--- src/rtl/dwptr_pkg.sv ---
// Shared types, constants and helpers for the DWARF encoded pointer decoder.
// No dependencies; imported by every module of the block.
`timescale 1ns / 1ps

package dwptr_pkg;

    // Width of a target pointer in bytes (valid range 2..8)
    localparam int POINTER_BYTES = 4;

    // Result is truncated to pointer width, then to the 32-bit output
    localparam logic [31:0] PTR_MASK = (POINTER_BYTES >= 4) ? 32'hFFFF_FFFF :
        32'((64'd1 << (8 * POINTER_BYTES)) - 64'd1);

    // Encoding byte fields
    localparam logic [7:0] ENC_OMIT = 8'hFF;
    localparam logic [2:0] REL_ABS  = 3'd0;
    localparam logic [2:0] REL_PC   = 3'd1;

    // Value formats (low nibble of the encoding)
    localparam logic [3:0] FMT_ABSPTR = 4'h0;
    localparam logic [3:0] FMT_ULEB   = 4'h1;
    localparam logic [3:0] FMT_UDATA2 = 4'h2;
    localparam logic [3:0] FMT_UDATA4 = 4'h3;
    localparam logic [3:0] FMT_UDATA8 = 4'h4;
    localparam logic [3:0] FMT_SLEB   = 4'h9;
    localparam logic [3:0] FMT_SDATA2 = 4'hA;
    localparam logic [3:0] FMT_SDATA4 = 4'hB;
    localparam logic [3:0] FMT_SDATA8 = 4'hC;

    // LEB shift limit: bits at or above this are dropped
    localparam logic [6:0] LEB_LIMIT = 7'd64;
    localparam logic [6:0] LEB_STEP  = 7'd7;

    typedef enum logic [1:0] {
        ERR_OK       = 2'd0,
        ERR_FORMAT   = 2'd1,
        ERR_RELATIVE = 2'd2
    } err_t;

    // Decoder state carried between items. Only the low 32 bits of the
    // accumulator can reach the output, so only those are kept.
    typedef struct packed {
        logic        active;
        logic [31:0] acc;
        logic [6:0]  cnt;
        logic [7:0]  enc;
        logic [31:0] base;
    } dec_state_t;

    // One result item plus its emit flag
    typedef struct packed {
        logic        emit;
        logic [31:0] value;
        logic        used;
        logic        indirect;
        err_t        err;
    } dec_result_t;

    // Supported value format?
    function automatic logic fmt_ok(input logic [3:0] fmt);
        logic ok;
        begin
            case (fmt)
                FMT_ABSPTR, FMT_ULEB, FMT_UDATA2, FMT_UDATA4, FMT_UDATA8,
                FMT_SLEB, FMT_SDATA2, FMT_SDATA4, FMT_SDATA8: ok = 1'b1;
                default: ok = 1'b0;
            endcase
            return ok;
        end
    endfunction

    // Byte length of a fixed-width format; 0 for LEB128 and unsupported
    function automatic logic [3:0] fmt_size(input logic [3:0] fmt);
        logic [3:0] sz;
        begin
            case (fmt)
                FMT_ABSPTR:             sz = 4'(POINTER_BYTES);
                FMT_UDATA2, FMT_SDATA2: sz = 4'd2;
                FMT_UDATA4, FMT_SDATA4: sz = 4'd4;
                FMT_UDATA8, FMT_SDATA8: sz = 4'd8;
                default:                sz = 4'd0;
            endcase
            return sz;
        end
    endfunction

endpackage

--- src/rtl/dwarf_encoded_pointer_decoder_unit.sv ---
// Top level of the DWARF encoded pointer decoder: input register, state,
// result register and config register. Depends on dwptr_pkg, dwptr_core.
`timescale 1ns / 1ps
//
//  channel  | ports                                            | direction
//  ---------+--------------------------------------------------+----------
//  input    | s_valid s_ready s_data_byte s_first_byte         | in
//           | s_encoding s_start_address                       |
//  result   | m_valid m_ready m_value m_byte_used              | out
//           | m_needs_indirect m_error_code                    |
//  config   | cfg_we cfg_wdata (big_endian)                    | in
//
//  One byte is accepted per cycle while the input register can drain; a result
//  goes out of the result register once the byte that completes its value has passed the input register.
//  The decode loop through the state register sets the rate.
//  Synchronous active-low reset clears the decoder to idle and big_endian to 0.
//  A stalled result holds the output; bytes keep entering while the
//  input register can still drain into a free or draining result register.

module dwarf_encoded_pointer_decoder_unit import dwptr_pkg::*; (
    input  logic        aclk,
    input  logic        aresetn,
    // config
    input  logic        cfg_we,
    input  logic        cfg_wdata,
    // input channel
    input  logic        s_valid,
    output logic        s_ready,
    input  logic [7:0]  s_data_byte,
    input  logic        s_first_byte,
    input  logic [7:0]  s_encoding,
    input  logic [31:0] s_start_address,
    // result channel
    output logic        m_valid,
    input  logic        m_ready,
    output logic [31:0] m_value,
    output logic        m_byte_used,
    output logic        m_needs_indirect,
    output logic [1:0]  m_error_code
);

    logic        big_endian_reg;
    logic        in_valid_reg, in_valid_next;
    logic [7:0]  in_byte_reg;
    logic        in_first_reg;
    logic [7:0]  in_enc_reg;
    logic [31:0] in_addr_reg;
    dec_state_t  state_reg, state_next;
    dec_result_t res;
    logic        out_valid_reg, out_valid_next;
    logic [31:0] out_value_reg;
    logic        out_used_reg;
    logic        out_ind_reg;
    err_t        out_err_reg;
    logic        out_free;
    logic        advance;

    // Handshake: the input register drains whenever the result register can take
    assign out_free = !out_valid_reg || m_ready;
    assign advance  = in_valid_reg && out_free;
    assign s_ready  = !in_valid_reg || out_free;

    dwptr_core u_core (
        .st            (state_reg),
        .big_endian    (big_endian_reg),
        .data_byte     (in_byte_reg),
        .first_byte    (in_first_reg),
        .encoding      (in_enc_reg),
        .start_address (in_addr_reg),
        .st_next       (state_next),
        .res           (res)
    );

    // Valid flags
    always_comb begin
        in_valid_next = s_ready ? s_valid : in_valid_reg;
        if (advance && res.emit)
            out_valid_next = 1'b1;
        else if (m_ready)
            out_valid_next = 1'b0;
        else
            out_valid_next = out_valid_reg;
    end

    // Control registers
    always_ff @(posedge aclk) begin
        if (!aresetn) begin
            big_endian_reg <= 1'b0;
            in_valid_reg   <= 1'b0;
            out_valid_reg  <= 1'b0;
            state_reg      <= '0;
        end else begin
            if (cfg_we)
                big_endian_reg <= cfg_wdata;
            in_valid_reg  <= in_valid_next;
            out_valid_reg <= out_valid_next;
            if (advance)
                state_reg <= state_next;
        end
    end

    // Payload registers
    always_ff @(posedge aclk) begin
        if (s_valid && s_ready) begin
            in_byte_reg  <= s_data_byte;
            in_first_reg <= s_first_byte;
            in_enc_reg   <= s_encoding;
            in_addr_reg  <= s_start_address;
        end
        if (advance && res.emit) begin
            out_value_reg <= res.value;
            out_used_reg  <= res.used;
            out_ind_reg   <= res.indirect;
            out_err_reg   <= res.err;
        end
    end

    assign m_valid          = out_valid_reg;
    assign m_value          = out_value_reg;
    assign m_byte_used      = out_used_reg;
    assign m_needs_indirect = out_ind_reg;
    assign m_error_code     = out_err_reg;

endmodule

--- src/rtl/dwptr_core.sv ---
// Per-byte decode step: next decoder state and the result item for one byte.
// Depends on dwptr_pkg. Purely combinational.
`timescale 1ns / 1ps

module dwptr_core import dwptr_pkg::*; (
    input  dec_state_t  st,
    input  logic        big_endian,
    input  logic [7:0]  data_byte,
    input  logic        first_byte,
    input  logic [7:0]  encoding,
    input  logic [31:0] start_address,
    output dec_state_t  st_next,
    output dec_result_t res
);

    always_comb begin
        logic        omit;
        logic        bad_fmt;
        logic        bad_rel;
        logic        proceed;
        logic        is_leb;
        logic        done;
        logic [3:0]  fmt;
        logic [3:0]  size;
        dec_state_t  cur;
        logic [31:0] acc_leb;
        logic [6:0]  cnt_leb;
        logic [31:0] acc_fix;
        logic [6:0]  cnt_fix;
        logic [31:0] val;

        // New-value checks on the incoming encoding byte
        omit    = first_byte && (encoding == ENC_OMIT);
        bad_fmt = first_byte && !omit && !fmt_ok(encoding[3:0]);
        bad_rel = first_byte && !omit && !bad_fmt &&
                  (encoding[6:4] != REL_ABS) && (encoding[6:4] != REL_PC);

        // A first byte starts from fresh state
        cur = st;
        if (first_byte) begin
            cur.active = 1'b1;
            cur.enc    = encoding;
            cur.base   = start_address;
            cur.acc    = '0;
            cur.cnt    = '0;
        end
        proceed = first_byte ? !(omit || bad_fmt || bad_rel) : st.active;

        fmt    = cur.enc[3:0];
        size   = fmt_size(fmt);
        is_leb = (fmt == FMT_ULEB) || (fmt == FMT_SLEB);

        // LEB128: 7 payload bits per byte, shift saturates past 63
        acc_leb = cur.acc;
        if (cur.cnt < 7'd32)
            acc_leb = acc_leb | ({25'd0, data_byte[6:0]} << cur.cnt[4:0]);
        cnt_leb = (cur.cnt < LEB_LIMIT) ? cur.cnt + LEB_STEP : cur.cnt;
        if ((fmt == FMT_SLEB) && !data_byte[7] && data_byte[6] && (cnt_leb < 7'd32))
            acc_leb = acc_leb | (32'hFFFF_FFFF << cnt_leb[4:0]);

        // Fixed width: shift in (big-endian) or place by byte index
        if (big_endian)
            acc_fix = {cur.acc[23:0], data_byte};
        else if (!cur.cnt[2])
            acc_fix = cur.acc | ({24'd0, data_byte} << {cur.cnt[1:0], 3'b000});
        else
            acc_fix = cur.acc;
        cnt_fix = cur.cnt + 7'd1;

        done = is_leb ? !data_byte[7] : (cnt_fix >= {3'd0, size});

        // Finish: sign extend 16-bit data, add base for pc-relative
        val = is_leb ? acc_leb : acc_fix;
        if ((fmt == FMT_SDATA2) && val[15])
            val[31:16] = 16'hFFFF;
        if (cur.enc[6:4] == REL_PC)
            val = val + cur.base;
        val = val & PTR_MASK;

        // Next state
        st_next = st;
        if (proceed) begin
            st_next        = cur;
            st_next.acc    = is_leb ? acc_leb : acc_fix;
            st_next.cnt    = is_leb ? cnt_leb : cnt_fix;
            st_next.active = !done;
        end else if (first_byte) begin
            st_next.active = 1'b0;
        end

        // Result item
        res.emit     = 1'b0;
        res.value    = '0;
        res.used     = 1'b1;
        res.indirect = 1'b0;
        res.err      = ERR_OK;
        if (omit) begin
            res.emit = 1'b1;
            res.used = 1'b0;
        end else if (bad_fmt) begin
            res.emit = 1'b1;
            res.err  = ERR_FORMAT;
        end else if (bad_rel) begin
            res.emit = 1'b1;
            res.err  = ERR_RELATIVE;
        end else if (proceed && done) begin
            res.emit     = 1'b1;
            res.value    = val;
            res.indirect = cur.enc[7];
        end
    end

endmodule

--- config.mk ---
export PLATFORM = sky130hd
export DESIGN_NAME = dwarf_encoded_pointer_decoder_unit
export DESIGN_NICKNAME = d
export VERILOG_FILES = /design/src/rtl/dwptr_pkg.sv /design/src/rtl/dwarf_encoded_pointer_decoder_unit.sv /design/src/rtl/dwptr_core.sv
export SDC_FILE = /design/constraint.sdc
export NUM_CORES = 1
export LEC_CHECK = 0
export ABC_AREA = 1
export BUFFER_PORTS_ARGS = -buffer_cell sky130_fd_sc_hd__buf_2
export CAP_MARGIN = 20
export CORE_MARGIN = 2
export CORE_UTILIZATION = 29
export CTS_CLUSTER_DIAMETER = 40
export DETAILED_ROUTE_END_ITERATION = 12
export PLACE_DENSITY = 0.5
export SKIP_LAST_GASP = 1
export SLEW_MARGIN = 20
export SYNTH_ARGS = -nofsm -noshare
export SYNTH_HDL_FRONTEND = slang
export SYNTH_SLANG_ARGS = --single-unit
--- constraint.sdc ---
create_clock -name aclk -period 5 [get_ports aclk]
set_clock_uncertainty 0.1 [all_clocks]
set_input_delay 0.5 -clock aclk [delete_from_list [all_inputs] [get_ports aclk]]
set_output_delay 0.5 -clock aclk [all_outputs]
set_load 0.02 [all_outputs]
**After elaboration in Yosys (flattened, before gate mapping)**

Memories as Yosys holds them, arrays and structs flattened. A register that Yosys moved wholly into a read port is not among the register bits.
Cells that the tools add are included.

- Bits in registers: 168
- Latch bits: 0
- RAM bits: 0
- Memory bits (read-only): 16
- Input port bits: 55
- Output and inout port bits: 38
- Word-level logic and storage cells: 106
- Memories kept: 1

Memories:

| name | depth | bits a word | read ports | clocked after memory_dff | wr ports | RTL line | text |
|---|---|---|---|---|---|---|---|
| (no name shown) | 16 | 1 | 1 | 1 | 0 | dwptr_pkg.sv:63 | `case (fmt)` |

- Add/subtract/negate cells: 3
- $mul: 0
- Div/mod/pow operators: 0
- Order comparisons: 4
- Equality and inequality tests: 11
- Shifts and indexed selects: 3
- Multiplexer cells: 25
- Bitwise operators: 4
- Reductions and logical operators: 38

Operators with widths:

| operator | number |
|---|---|
| $mux 32 | 6 |
| $or 32x32->32 | 3 |
| $mux 79 | 1 |
| $mux 33 | 1 |
| $add 32x32->32 | 1 |
| $shl 32x5->32 const A | 1 |
| $shl 7x5->32 | 1 |
| $shl 8x5->32 | 1 |
| $eq 4x4->1 const B | 4 |
| $mux 16 | 1 |
| $logic_and 1x1->1 | 14 |
| $lt 7x6->1 const B | 2 |
| $mux 7 | 2 |
| $pmux 4 s3 | 1 |
| $mux 1 | 11 |
| $eq 4x2->1 const B | 2 |
| $eq 8x8->1 const B | 1 |
| $logic_not 1->1 | 8 |
| $add 7x1->7 const B | 1 |
| $add 7x3->7 const B | 1 |
| $ge 7x4->1 | 1 |
| $lt 7x7->1 const B | 1 |
| $reduce_or 2->1 | 3 |
| $logic_or 1x1->1 | 5 |
| other kinds (13) | 15 |

**Longest topological paths before layout**

Gate-level depths: netlist of the first run.

- Depth in word-level cells: 19
- Mapped depth: 30
- Gate-level depth less buffers: 28

**Modules after synthesis**

A second synthesis of the first run with hierarchy kept.

- Cells, all modules: 2062
- Area total of the unflattened synthesis: 13090.1 um^2

Modules (own cells, without submodules):

| module | instances | cells each | area each (um^2) | sequential area each (um^2) |
|---|---|---|---|---|
| dwptr_core | 1 | 1433 | 6737.7 | 0.0 |
| dwarf_encoded_pointer_decoder_unit | 1 | 629 | 6352.3 | 4214.0 |

**Worst setup path after synthesis of the first run**

Ideal clock, no wire load.

- Kind: register -> register
- From: register in_first_reg
- To: register out_value_reg[24], in the netlist m_value[24] (data pin)
- Setup time: 0.252 ns
- Arrival time: 3.323 ns
- Data required time: 4.648 ns
- Slack: 1.325 ns
- Cell stages (with the launch flop): 25
- Path buffers: 4
- Period minus slack after synthesis: 3.675 ns
- Cells stage by stage: edfxtp_1 > inv_2 > buf_6 > buf_6 > buf_2 > buf_2 > nand2_1 > inv_1 > a221oi_1 > a21oi_1 > ha_1 > inv_1 > fa_1 > inv_1 > nand3_1 > nand2_1 > a21boi_0 > o21ai_0 > nand2_1 > nand2_1 > nand3_1 > nand2_1 > nor2_1 > nor2_1 > nor2_1

- Cells in the longest elaborated chain, start to end: 14
- Elaborated cells on any way between the ends: 57
- Classes of those cells: add/sub (3); order compare (4); eq/ne (9); shift (3); mux (12); bitwise (4); reduce/logical (22)

Ends and longest elaborated chain:

| item | RTL line | text |
|---|---|---|
| start, declared | dwarf_encoded_pointer_decoder_unit.sv:45 | `logic in_first_reg;` |
| start signal, assigned | dwarf_encoded_pointer_decoder_unit.sv:106 | `in_first_reg <= s_first_byte;` |
| parallel branches: the longest is 14 deep, another holds $add 32x32->32 | -- |  |
| end signal, assigned | dwarf_encoded_pointer_decoder_unit.sv:111 | `out_value_reg <= res.value;` |
| end, declared | dwarf_encoded_pointer_decoder_unit.sv:51 | `logic [31:0] out_value_reg;` |

Several ways; the timed one is not identified.
A chain may end at the register's enable or synchronous reset.

**Worst setup path in the final report of the first run**

- From: register in_first_reg
- To: register out_value_reg[26], in the netlist m_value[26] (data pin)

Same word-level chain as after synthesis.

==> impl_metrics.ini, run 1 <==
[layout]
final_util_pct = 33.89
multiInputGateArea_sq_um = 5868
nNetsFinal = 1727
drive_above_1_share_pct = 13.04
layout_common_cells = 390 x nand2_1, 174 x o21ai_0, 148 x a21oi_1
regArea_sq_um = 4234
n_antenna_cell = 0
fill_cells = 4128
largest_reg_flops = 80
area_growth_pct = 15.16
final_common_cell = nand2_1
stdcell_area_sq_um = 12730

[power_and_ir_drop]
combinationalPowerShare_pct = 19.4
p_seq_share_pct = 40.4
leakagePower_nw = 5.563
power.switching_mw = 1.187
p_per_area_nw_per_um2 = 299.3
cellInternalPower_mw = 2.624
clockPowerShare_pct = 40.2
switching_share_pct = 31.15
ir_drop_mv = 0.2504

[clock_tree]
post_cts_buffers = 0
cts_tree = done
clk_latency_ns = 0.47
h-tree-depth = 4
clk_pin_slew_ns = 0.08
clockBufferDepth = 2
cts_buffers = 17
clock-sinks = 169
cts_root_buf = clkbuf_16
cts_hold_buffers = 0

[drt]
wl_met3_um = 2594
drt-pass1-iter-count = 5
num_vias = 10970
wl_met2_um = 17860
routed_via_density = 5.081
ant_nets = 0
dr.max_layer_used = met5
drcViolationCount = 0
wl_per_cell_um = 19.26
met1_length_um = 20160
wirelength_um = 41590
drt_iter0_markers = 1007

[grt]
grt_use_total_pct = 21.31
grt_max_degree = 87
grt_pass1_wl_um = 62450
grt.overflow.total = 0
grt_pass1_vias = 10090
antenna_found_initial = 0

[logic_synthesis]
synth_ff_type = edfxtp_1
synthArstFlopShare_pct = 0
synth_cell_types = 53
ys_top_cells_by_area = edfxtp_1 23%, dfxtp_1 15%, nand2_1 13%
ys_seq_area_share_pct = 38.29
synth_warnings = 0
netlist_instances = 1565
netlist_area_sq_um = 11060
syn-num-nets = 1656
synth_edf_count = 85
synth.largest_area_cell = edfxtp_1
syn_avg_cell_area_sq_um = 7.065
netlist.area_leader.share_pct = 23.08
synth.ff_latch_count = 169

[timing]
slew_violations = 0
finalSetupTns_ns = 0
finalSetupViolCount = 0
relSlewSlack_pct = 43.08
rsz0062_at_grt = false
period_share_pct = 91.41
hold_viol_final = 0
fin_crit_ns = 4.571
worst_slew_pin_slew_ns = 0.8525
fmax_mhz = 218.8

[status]
status = completed

[hold_path]
holdPathStages = 1
hold_path_startpoint = s_start_address[9]
hold_path.class = in2reg

[worst_setup_path]
endpoint_kind = register
path_cells = inv_4, nand2_4, nand3_4, nand2_1, nand2_1, nand2_1, inv_1, o21ai_1, nand2_1, nand3_1, o21bai_1, inv_1, ha_1, nand2_1, nor2_1, inv_1, o21ai_0, a31oi_1, nand2_1, nand2_1, nor2_1, nor2_1
cpMaxStageDelayCell = edfxtp_1
max_stage_delay_ns = 0.43
regToRegStartpoint = in_first_reg$_DFFE_PP_
crit_top_cell = nand2_1
path_class = reg2reg
rr_worst_depth = 22
crit_start = in_first_reg$_DFFE_PP_
path_max_fanout = 19
cp.arrival_ns = 4.70
startpoint_type = register
critPathRequiredTime_ns = 5.12
reg2reg_setup_slack_ns = 0.43

[floorplanning]
die_h_um = 199.3
io_pins = 93
initial_core_util_pct = 29.42
core_sq_um = 37580
fp.dieW_um = 199.3
fp-row-count = 71
die-area_sq_um = 39700

[placement]
dpl_cell_area_sq_um = 12050
finalWeightedCongestion = 1.005
io_buffer_count = 92
dpl.hpwl_um = 31840

[job]
max_cap_viol_count = 0
[routing by layer]
metal / track usage, % / up-vias
met1: 30.74 / 5132
met3: 4.051 / 46
met2: 32.00 / 370
met5: 0.8940 / -
met4: 6.274 / 2
li1: - / 5424
[cell families (layout without fill, tap and decap cells)]
| family | Yosys count | after routing | synth area share [%] |
|---|---|---|---|
| xor gates and xnor gates | 16 | 16 | 1.267 |
| DFF | 169 | 169 | 38.29 |
| adders and majority gates | 36 | 36 | 4.142 |
| AOI/OAI and AO/OA | 400 | 400 | 19.74 |
| and+or+nand+nor | 708 | 708 | 27.68 |
| buffers and inverters | 236 | 320 | 8.883 |
[power by group through the flow]
stage	Combinational (mW)	Sequential, mW	Clock, mW
after floorplan	0.481	1.58	0
after global placement	0.733	1.57	0
after detailed placement	0.729	1.57	0
after CTS	0.733	1.54	1.57
after global routing	0.822	1.55	1.61
final	0.739	1.54	1.53
[worst max-delay path, delay by kind of cell, from the launching register on]
kind	cells	cell delay [ns]
compound gates	4	1.11
fa+ha+maj	1	0.38
buf+inv	4	0.64
flops	1	0.43
simple gates	13	1.67
[final cells by class]
type	count	share of cell area [%]
clock buffers	19	3.567
inverters	162	4.815
flip-flops and latches	169	33.25
multi-input cells	1160	46.08
clock inverters	13	1.611
repair buffers	126	5.650
well taps	511	5.021
[metrics by stage]
step | hold slack (ns) | total power, mW | instances | setup WS [ns]
after floorplan | 0.3244 | 2.061 | 1565 | 1.325
after global routing | 0.09358 | 3.982 | 2160 | 0.06882
final | 0.1077 | 3.811 | 2160 | 0.4294
after detailed placement | 0.3406 | 2.301 | 2128 | 0.1557
after CTS | 0.09221 | 3.839 | 2160 | 0.1163
after global placement | 0.3346 | 2.305 | 2128 | 0.1478
[cells in the mapped netlist, types with 4 or more instances]
cell,count
a21oi_1,149
a21oi_2,4
buf_1,6
buf_2,24
buf_4,7
buf_6,5
clkbuf_1,32
dfxtp_1,84
edfxtp_1,85
ha_1,35
inv_1,145
inv_2,15
nand2_1,391
nand2_2,7
nand3_1,123
nand3_4,4
nand4_1,20
nor2_1,120
nor3_1,18
nor4_1,5
o211ai_1,26
o21ai_0,175
o21ai_1,15
o21ai_2,5
xnor2_1,4
xor2_1,12
[repair_timing]
item,4_1_cts,5_1_grt
endpoints found under the setup margin,0,12
endpoints found under the hold margin,0,0
gates resized for setup,0,9
[final timing paths]
path | endpoint
worst max-delay path | m_value[26]$_SDFFCE_PP0P_
worst min-delay path | in_addr_reg[9]$_DFFE_PP_
worst max register to register | m_value[26]$_SDFFCE_PP0P_
worst min register to register | state_reg[26]$_SDFFE_PN0P_
(Power assumes the default switching activity.)
==> run 2, diff against run 1 <==
--- a/config.mk
+++ b/config.mk
@@ -12,6 +12,7 @@
 export CORE_UTILIZATION = 29
 export CTS_CLUSTER_DIAMETER = 40
 export DETAILED_ROUTE_END_ITERATION = 12
+export GPL_TIMING_DRIVEN = 0
 export PLACE_DENSITY = 0.5
 export SKIP_LAST_GASP = 1
 export SLEW_MARGIN = 20
==> run 2 against run 1 <==
Fmax decreased by 3.5%. Clock-buffer cell count fell by 1. Cell count grew 1.9%. Sequential power barely moved. Critical endpoint unchanged. Largest cell class unchanged.
==> impl_metrics.ini, run 2 (synthesis gave the netlist of run 1 again) <==
[status]
status = completed

[placement]
dpl.hpwl_um = 36950
io_buffer_count = 91
pre_cts_ws_ns = -0.1106
dpl_cell_area_sq_um = 12190
finalWeightedCongestion = 0.9952
dp.cells = 2169

[clock_tree]
h-tree-depth = 4
cts_buffers = 17
clk_latency_ns = 0.46
clockBufferDepth = 2
cts_hold_buffers = 0
clock-sinks = 169
post_cts_buffers = 0
cts_tree = done
cts_root_buf = clkbuf_16
clk_pin_slew_ns = 0.07

[power_and_ir_drop]
power.switching_mw = 1.196
p_seq_share_pct = 42.2
clockPowerShare_pct = 36.8
combinationalPowerShare_pct = 21.0
cellInternalPower_mw = 2.454
p_per_area_nw_per_um2 = 284.6
ir_drop_mv = 0.2536
leakagePower_nw = 5.590
p_total_mw = 3.650
switching_share_pct = 32.77

[timing]
setup_ws_ns = 0.2636
slew_violations = 0
hold_viol_final = 0
holdWs_ns = 0.1114
rsz0062_at_grt = false
fmax_mhz = 211.1
worst_slew_pin_slew_ns = 0.9016
relSlewSlack_pct = 39.26
finalSetupViolCount = 0
period_share_pct = 94.73
fin_crit_ns = 4.736
finalSetupTns_ns = 0

[floorplanning]
core_sq_um = 37580
fp.dieW_um = 199.3
die_h_um = 199.3
initial_core_util_pct = 29.42
io_pins = 93
die-area_sq_um = 39700
fp-row-count = 71

[worst_setup_path]
path_max_fanout = 10
crit_top_cell = nor2_1
startpoint_type = register
reg2reg_setup_slack_ns = 0.26
path_class = reg2reg
rr_worst_depth = 20
crit_buf_inv = 3
critPathRequiredTime_ns = 5.11
cp.arrival_ns = 4.85
cpMaxStageDelayCell = o21ai_0
path_cells = inv_2, buf_6, buf_6, nand3_1, nand3_1, nand3_1, nand2_1, o21ai_0, nor2_1, o21bai_1, nand2_1, ha_1, a21oi_1, o21ai_0, a21oi_1, o21ai_0, a31oi_2, nor2_1, nor2_1, nor2_1
reg2reg_to = m_value[26]$_SDFFCE_PP0P_
max_stage_delay_ns = 0.49
regToRegStartpoint = in_first_reg$_DFFE_PP_
crit_family = compound AO/OA/AOI/OAI gates
endpoint_kind = register

[drt]
met1_length_um = 21880
ant_nets = 0
wl_met3_um = 3020
dr.max_layer_used = met5
wirelength_um = 45200
num_vias = 11340
drt_iter0_markers = 949
drcViolationCount = 0
routed_via_density = 5.154
drt-pass1-iter-count = 5
wl_per_cell_um = 20.53
wl_met2_um = 19100

[grt]
grt.overflow.total = 0
grt_use_total_pct = 23.23
grt_pass1_wl_um = 67000
grt_pass1_vias = 10640
antenna_found_initial = 1
grt_max_degree = 37

[layout]
area_growth_pct = 16.00
drive_above_1_share_pct = 13.31
fin_cells = 2201
largest_reg_flops = 80
fill_cells = 4130
stdcell_area_sq_um = 12830
final_common_cell = nand2_1
layout_common_cells = 391 x nand2_1, 171 x o21ai_0, 147 x a21oi_1
n_antenna_cell = 0
final_util_pct = 34.13
nNetsFinal = 1768

[job]
max_cap_viol_count = 0

[hold_path]
hold_path_startpoint = s_start_address[8]
holdPathEnd = in_addr_reg[8]$_DFFE_PP_
holdPathStages = 1
hold_path.class = in2reg
-- run 2: power groups by stage --
stage	logic [mW]	clock network, mW	registers [mW]
5_1_grt	0.850	1.43	1.55
3_3_place_gp	0.745	0	1.57
2_1_floorplan	0.481	0	1.58
4_1_cts	0.752	1.37	1.54
6_report	0.766	1.34	1.54
3_5_place_dp	0.748	0	1.57
-- run 2: repair_timing --
item	in CTS	in global routing
pin swaps	0	0
resized for setup	1	18
endpoints found under the setup margin	3	17
-- run 2: final cells by class --
class                      instances  area, sq um  share of cell area (%)
clock inverter                    14        148.9                   1.161
clock buffer                      18        429.2                   3.346
tap                              511        639.4                   4.985
inverter                         162        610.6                   4.760
sequential                       169         4234                   33.01
timing repair buffer              93        495.5                   3.863
buffer                            74        372.9                   2.907
multi-input combinational       1160         5896                   45.97
-- run 2: worst reg2reg max path: cells and delay by family, from the launching register on --
| family | cells | cell delay [ns] |
|---|---|---|
| AND/OR/NAND/NOR | 9 | 1.29 |
| flip-flops | 1 | 0.44 |
| buffers and inverters | 3 | 0.41 |
| adder cells (fa/ha/maj) | 1 | 0.37 |
| AO/OA/AOI/OAI | 7 | 1.89 |
-- run 2: how the worst max path moves through the flow --
stage	from	to	slack, ns	cells after the start
5_1_grt	in_first_reg$_DFFE_PP_	m_value[24]$_SDFFCE_PP0P_	0.01	25
4_1_cts	in_first_reg$_DFFE_PP_	m_value[26]$_SDFFCE_PP0P_	0.07	21
2_1_floorplan	in_first_reg$_DFFE_PP_	m_value[24]$_SDFFCE_PP0P_	1.33	24
3_5_place_dp	in_first_reg$_DFFE_PP_	m_value[30]$_SDFFCE_PP0P_	-0.11	21
6_report	in_first_reg$_DFFE_PP_	m_value[26]$_SDFFCE_PP0P_	0.26	20
3_3_place_gp	in_first_reg$_DFFE_PP_	m_value[30]$_SDFFCE_PP0P_	-0.13	21
-- run 2: per-layer routing --
metal,track usage [%],vias up
li1,-,5522
met1,33.36,5368
met2,34.52,387
met3,4.473,64
met4,8.098,2
met5,0,-
==> run 3, diff against run 2 <==
--- a/config.mk
+++ b/config.mk
@@ -5,7 +5,6 @@
 export SDC_FILE = /design/constraint.sdc
 export NUM_CORES = 1
 export LEC_CHECK = 0
-export ABC_AREA = 1
 export BUFFER_PORTS_ARGS = -buffer_cell sky130_fd_sc_hd__buf_2
 export CAP_MARGIN = 20
 export CORE_MARGIN = 2
==> run 3 against run 2 <==
Non-clock buffer count increased by 45. Combinational power shrank 28%. First-iteration DRC count up 5.8%. Synthesized cell count shrank 17%. Register-to-register slack got worse by 0.13 ns. Cell count is 11% lower. Via count fell by 5.2%. Clock power hardly changed. Power is 7.2% lower. Core utilization increased by 2.3 points. Global-route usage grew 0.46 points. Largest power group unchanged.
==> impl_metrics.ini, run 3 <==
[worst_setup_path]
crit_start = state_reg[43]$_SDFFE_PN0P_
startpoint_type = register
cp.arrival_ns = 4.97
cpMaxStageDelayCell = clkbuf_1
max_stage_delay_ns = 0.58
path_max_fanout = 10
crit_family = buffers and inverters
path_cells = clkbuf_1, clkbuf_1, nor2_1, a311o_1, o41ai_4, buf_4, nand2_2, ha_4, and3_4, nand2b_4, nor2_4, nand4_1, a211oi_2, buf_4, o31ai_1, nor3b_1, a21o_1
endpoint_kind = register
path_class = reg2reg
regToRegStartpoint = state_reg[43]$_SDFFE_PN0P_
critPathRequiredTime_ns = 5.11
crit_buf_inv = 4

[clock_tree]
cts_tree = done
clk_pin_slew_ns = 0.08
clk_latency_ns = 0.46
clockBufferDepth = 2
clock-sinks = 169
cts_buffers = 17
cts_root_buf = clkbuf_16
h-tree-depth = 4

[floorplanning]
die_h_um = 199.6
initial_core_util_pct = 29.44
core_sq_um = 37670
die-area_sq_um = 39820
fp.dieW_um = 199.6
fp-row-count = 71
io_pins = 93

[timing]
fin_crit_ns = 4.865
worst_slew_pin_slew_ns = 0.8766
fmax_mhz = 205.5
hold_viol_final = 0
finalSetupViolCount = 0
rsz0062_at_grt = true
period_share_pct = 97.31
holdWs_ns = 0.1122
finalSetupTns_ns = 0
relSlewSlack_pct = 41.56
slew_violations = 0

[layout]
fin_cells = 1951
area_growth_pct = 23.60
nNetsFinal = 1518
final_common_cell = nand2_1
drive_above_1_share_pct = 24.44
stdcell_area_sq_um = 13710
largest_reg_flops = 80
n_antenna_cell = 0
layout_common_cells = 195 x nand2_1, 102 x buf_2, 90 x nor2_1

[logic_synthesis]
synth.largest_area_cell = edfxtp_1
syn-num-nets = 1385
synth_edf_count = 85
ys_top_cells_by_count = 200 x nand2_1, 106 x a21oi_1, 97 x nor2_1, 85 x edfxtp_1, 84 x dfxtp_1
yosysMostFrequentCell = nand2_1
ys_top_cells_by_area = edfxtp_1 23%, dfxtp_1 15%, nand2_1 6.8%
synth.ff_latch_count = 169
ys_seq_area_share_pct = 38.18
synth_warnings = 0
netlist.area_leader.share_pct = 23.02
synthArstFlopShare_pct = 0
synth_ff_type = edfxtp_1
synth_cell_types = 83
syn_avg_cell_area_sq_um = 8.570
netlist_area_sq_um = 11090
netlist_instances = 1294

[placement]
dpl.hpwl_um = 34500
dp.cells = 1897
finalWeightedCongestion = 0.9602
dpl_cell_area_sq_um = 12230
io_buffer_count = 91

[drt]
drt_iter0_markers = 1004
drcViolationCount = 0
wirelength_um = 46860
drt-pass1-iter-count = 5
wl_per_cell_um = 24.02
num_vias = 10750
routed_via_density = 5.509
ant_nets = 0

[grt]
grt_use_total_pct = 23.69
grt_pass1_wl_um = 68180
grt_max_degree = 50
grt.overflow.total = 0
grt_pass1_vias = 10220
antenna_found_initial = 1

[hold_path]
hold_path_startpoint = s_start_address[18]
hold_path.class = in2reg

[power_and_ir_drop]
p_total_mw = 3.388
ir_drop_mv = 0.2396
p_per_area_nw_per_um2 = 247.2
leakagePower_nw = 5.085

[status]
status = completed

[job]
max_cap_viol_count = 0
## run 3: cell count changes in the layout (fill, tap and decap cells not counted), moves of 29 or more
cell | before | now
a21boi_0 | 1 | 58
buf_4 | 7 | 39
nor2_1 | 119 | 90
o21ai_0 | 171 | 48
inv_1 | 143 | 21
nand2_1 | 391 | 195
nand3_1 | 123 | 28
a21oi_1 | 147 | 88
mux2_2 | 0 | 35
## run 3: final timing paths
kind | endpoint | slack (ns) | cells past startpoint
max | m_value[29]$_SDFFCE_PP0P_ | 0.13 | 17
min | in_addr_reg[18]$_DFFE_PP_ | 0.11 | 1
max reg2reg | m_value[29]$_SDFFCE_PP0P_ | 0.13 | 17
min reg2reg | state_reg[8]$_SDFFE_PN0P_ | 0.36 | 2
## run 3: through the flow
| stage | setup slack (ns) | util (%) |
|---|---|---|
| 6_report | 0.1345 | 36.39 |
| 5_1_grt | -0.03746 | 36.39 |
| 4_1_cts | 0.009188 | 35.03 |
| 3_5_place_dp | -1.378 | 32.47 |
| 3_3_place_gp | -1.823 | 32.36 |
| 2_1_floorplan | 0.2684 | - |
## run 3: cells by family (layout without fill, tap and decap cells)
family          count (synthesis)  in the layout  synth area share (%)
compound gates                413            413                 25.31
buf+inv                       122            268                 4.784
mux                            49             49                 5.168
flops                         169            169                 38.18
xor+xnor                       29             29                 2.290
simple gates                  476            476                 20.14
fa+ha+maj                      36             36                 4.130
## run 3: final cells by class
type,instances,area [sq um]
multi-input combinational,1003,6927
sequential,169,4235
inverter,24,96.34
timing repair buffer,123,705.7
buffer,89,548.0
tap,511,639.4
clock inverter,13,112.6
clock buffer,19,442.9
fill,3969,23960
## run 3: what timing repair did
| action | 4_1_cts | 5_1_grt |
|---|---|---|
| buffers inserted | 12 | 18 |
| hold buffers | 0 | 0 |
| gates cloned | 0 | 1 |
| pin swaps | 10 | 29 |
| setup endpoints to repair | 69 | 56 |
| resized for setup | 89 | 94 |
## run 3: power by group
group	total [mW]	internal [mW]	switching [mW]
sequential	1.53	1.50	0.0321
combinational	0.552	0.209	0.343
clock	1.31	0.664	0.646
## run 3: layer usage
| layer | routed length, um | track usage [%] | vias up |
|---|---|---|---|
| li1 | - | - | 5015 |
| met3 | 2610 | 4.540 | 97 |
| met2 | 21710 | 37.67 | 374 |
| met5 | 0 | 0 | - |
| met1 | 20910 | 31.71 | 5262 |
| met4 | 1621 | 9.081 | 0 |
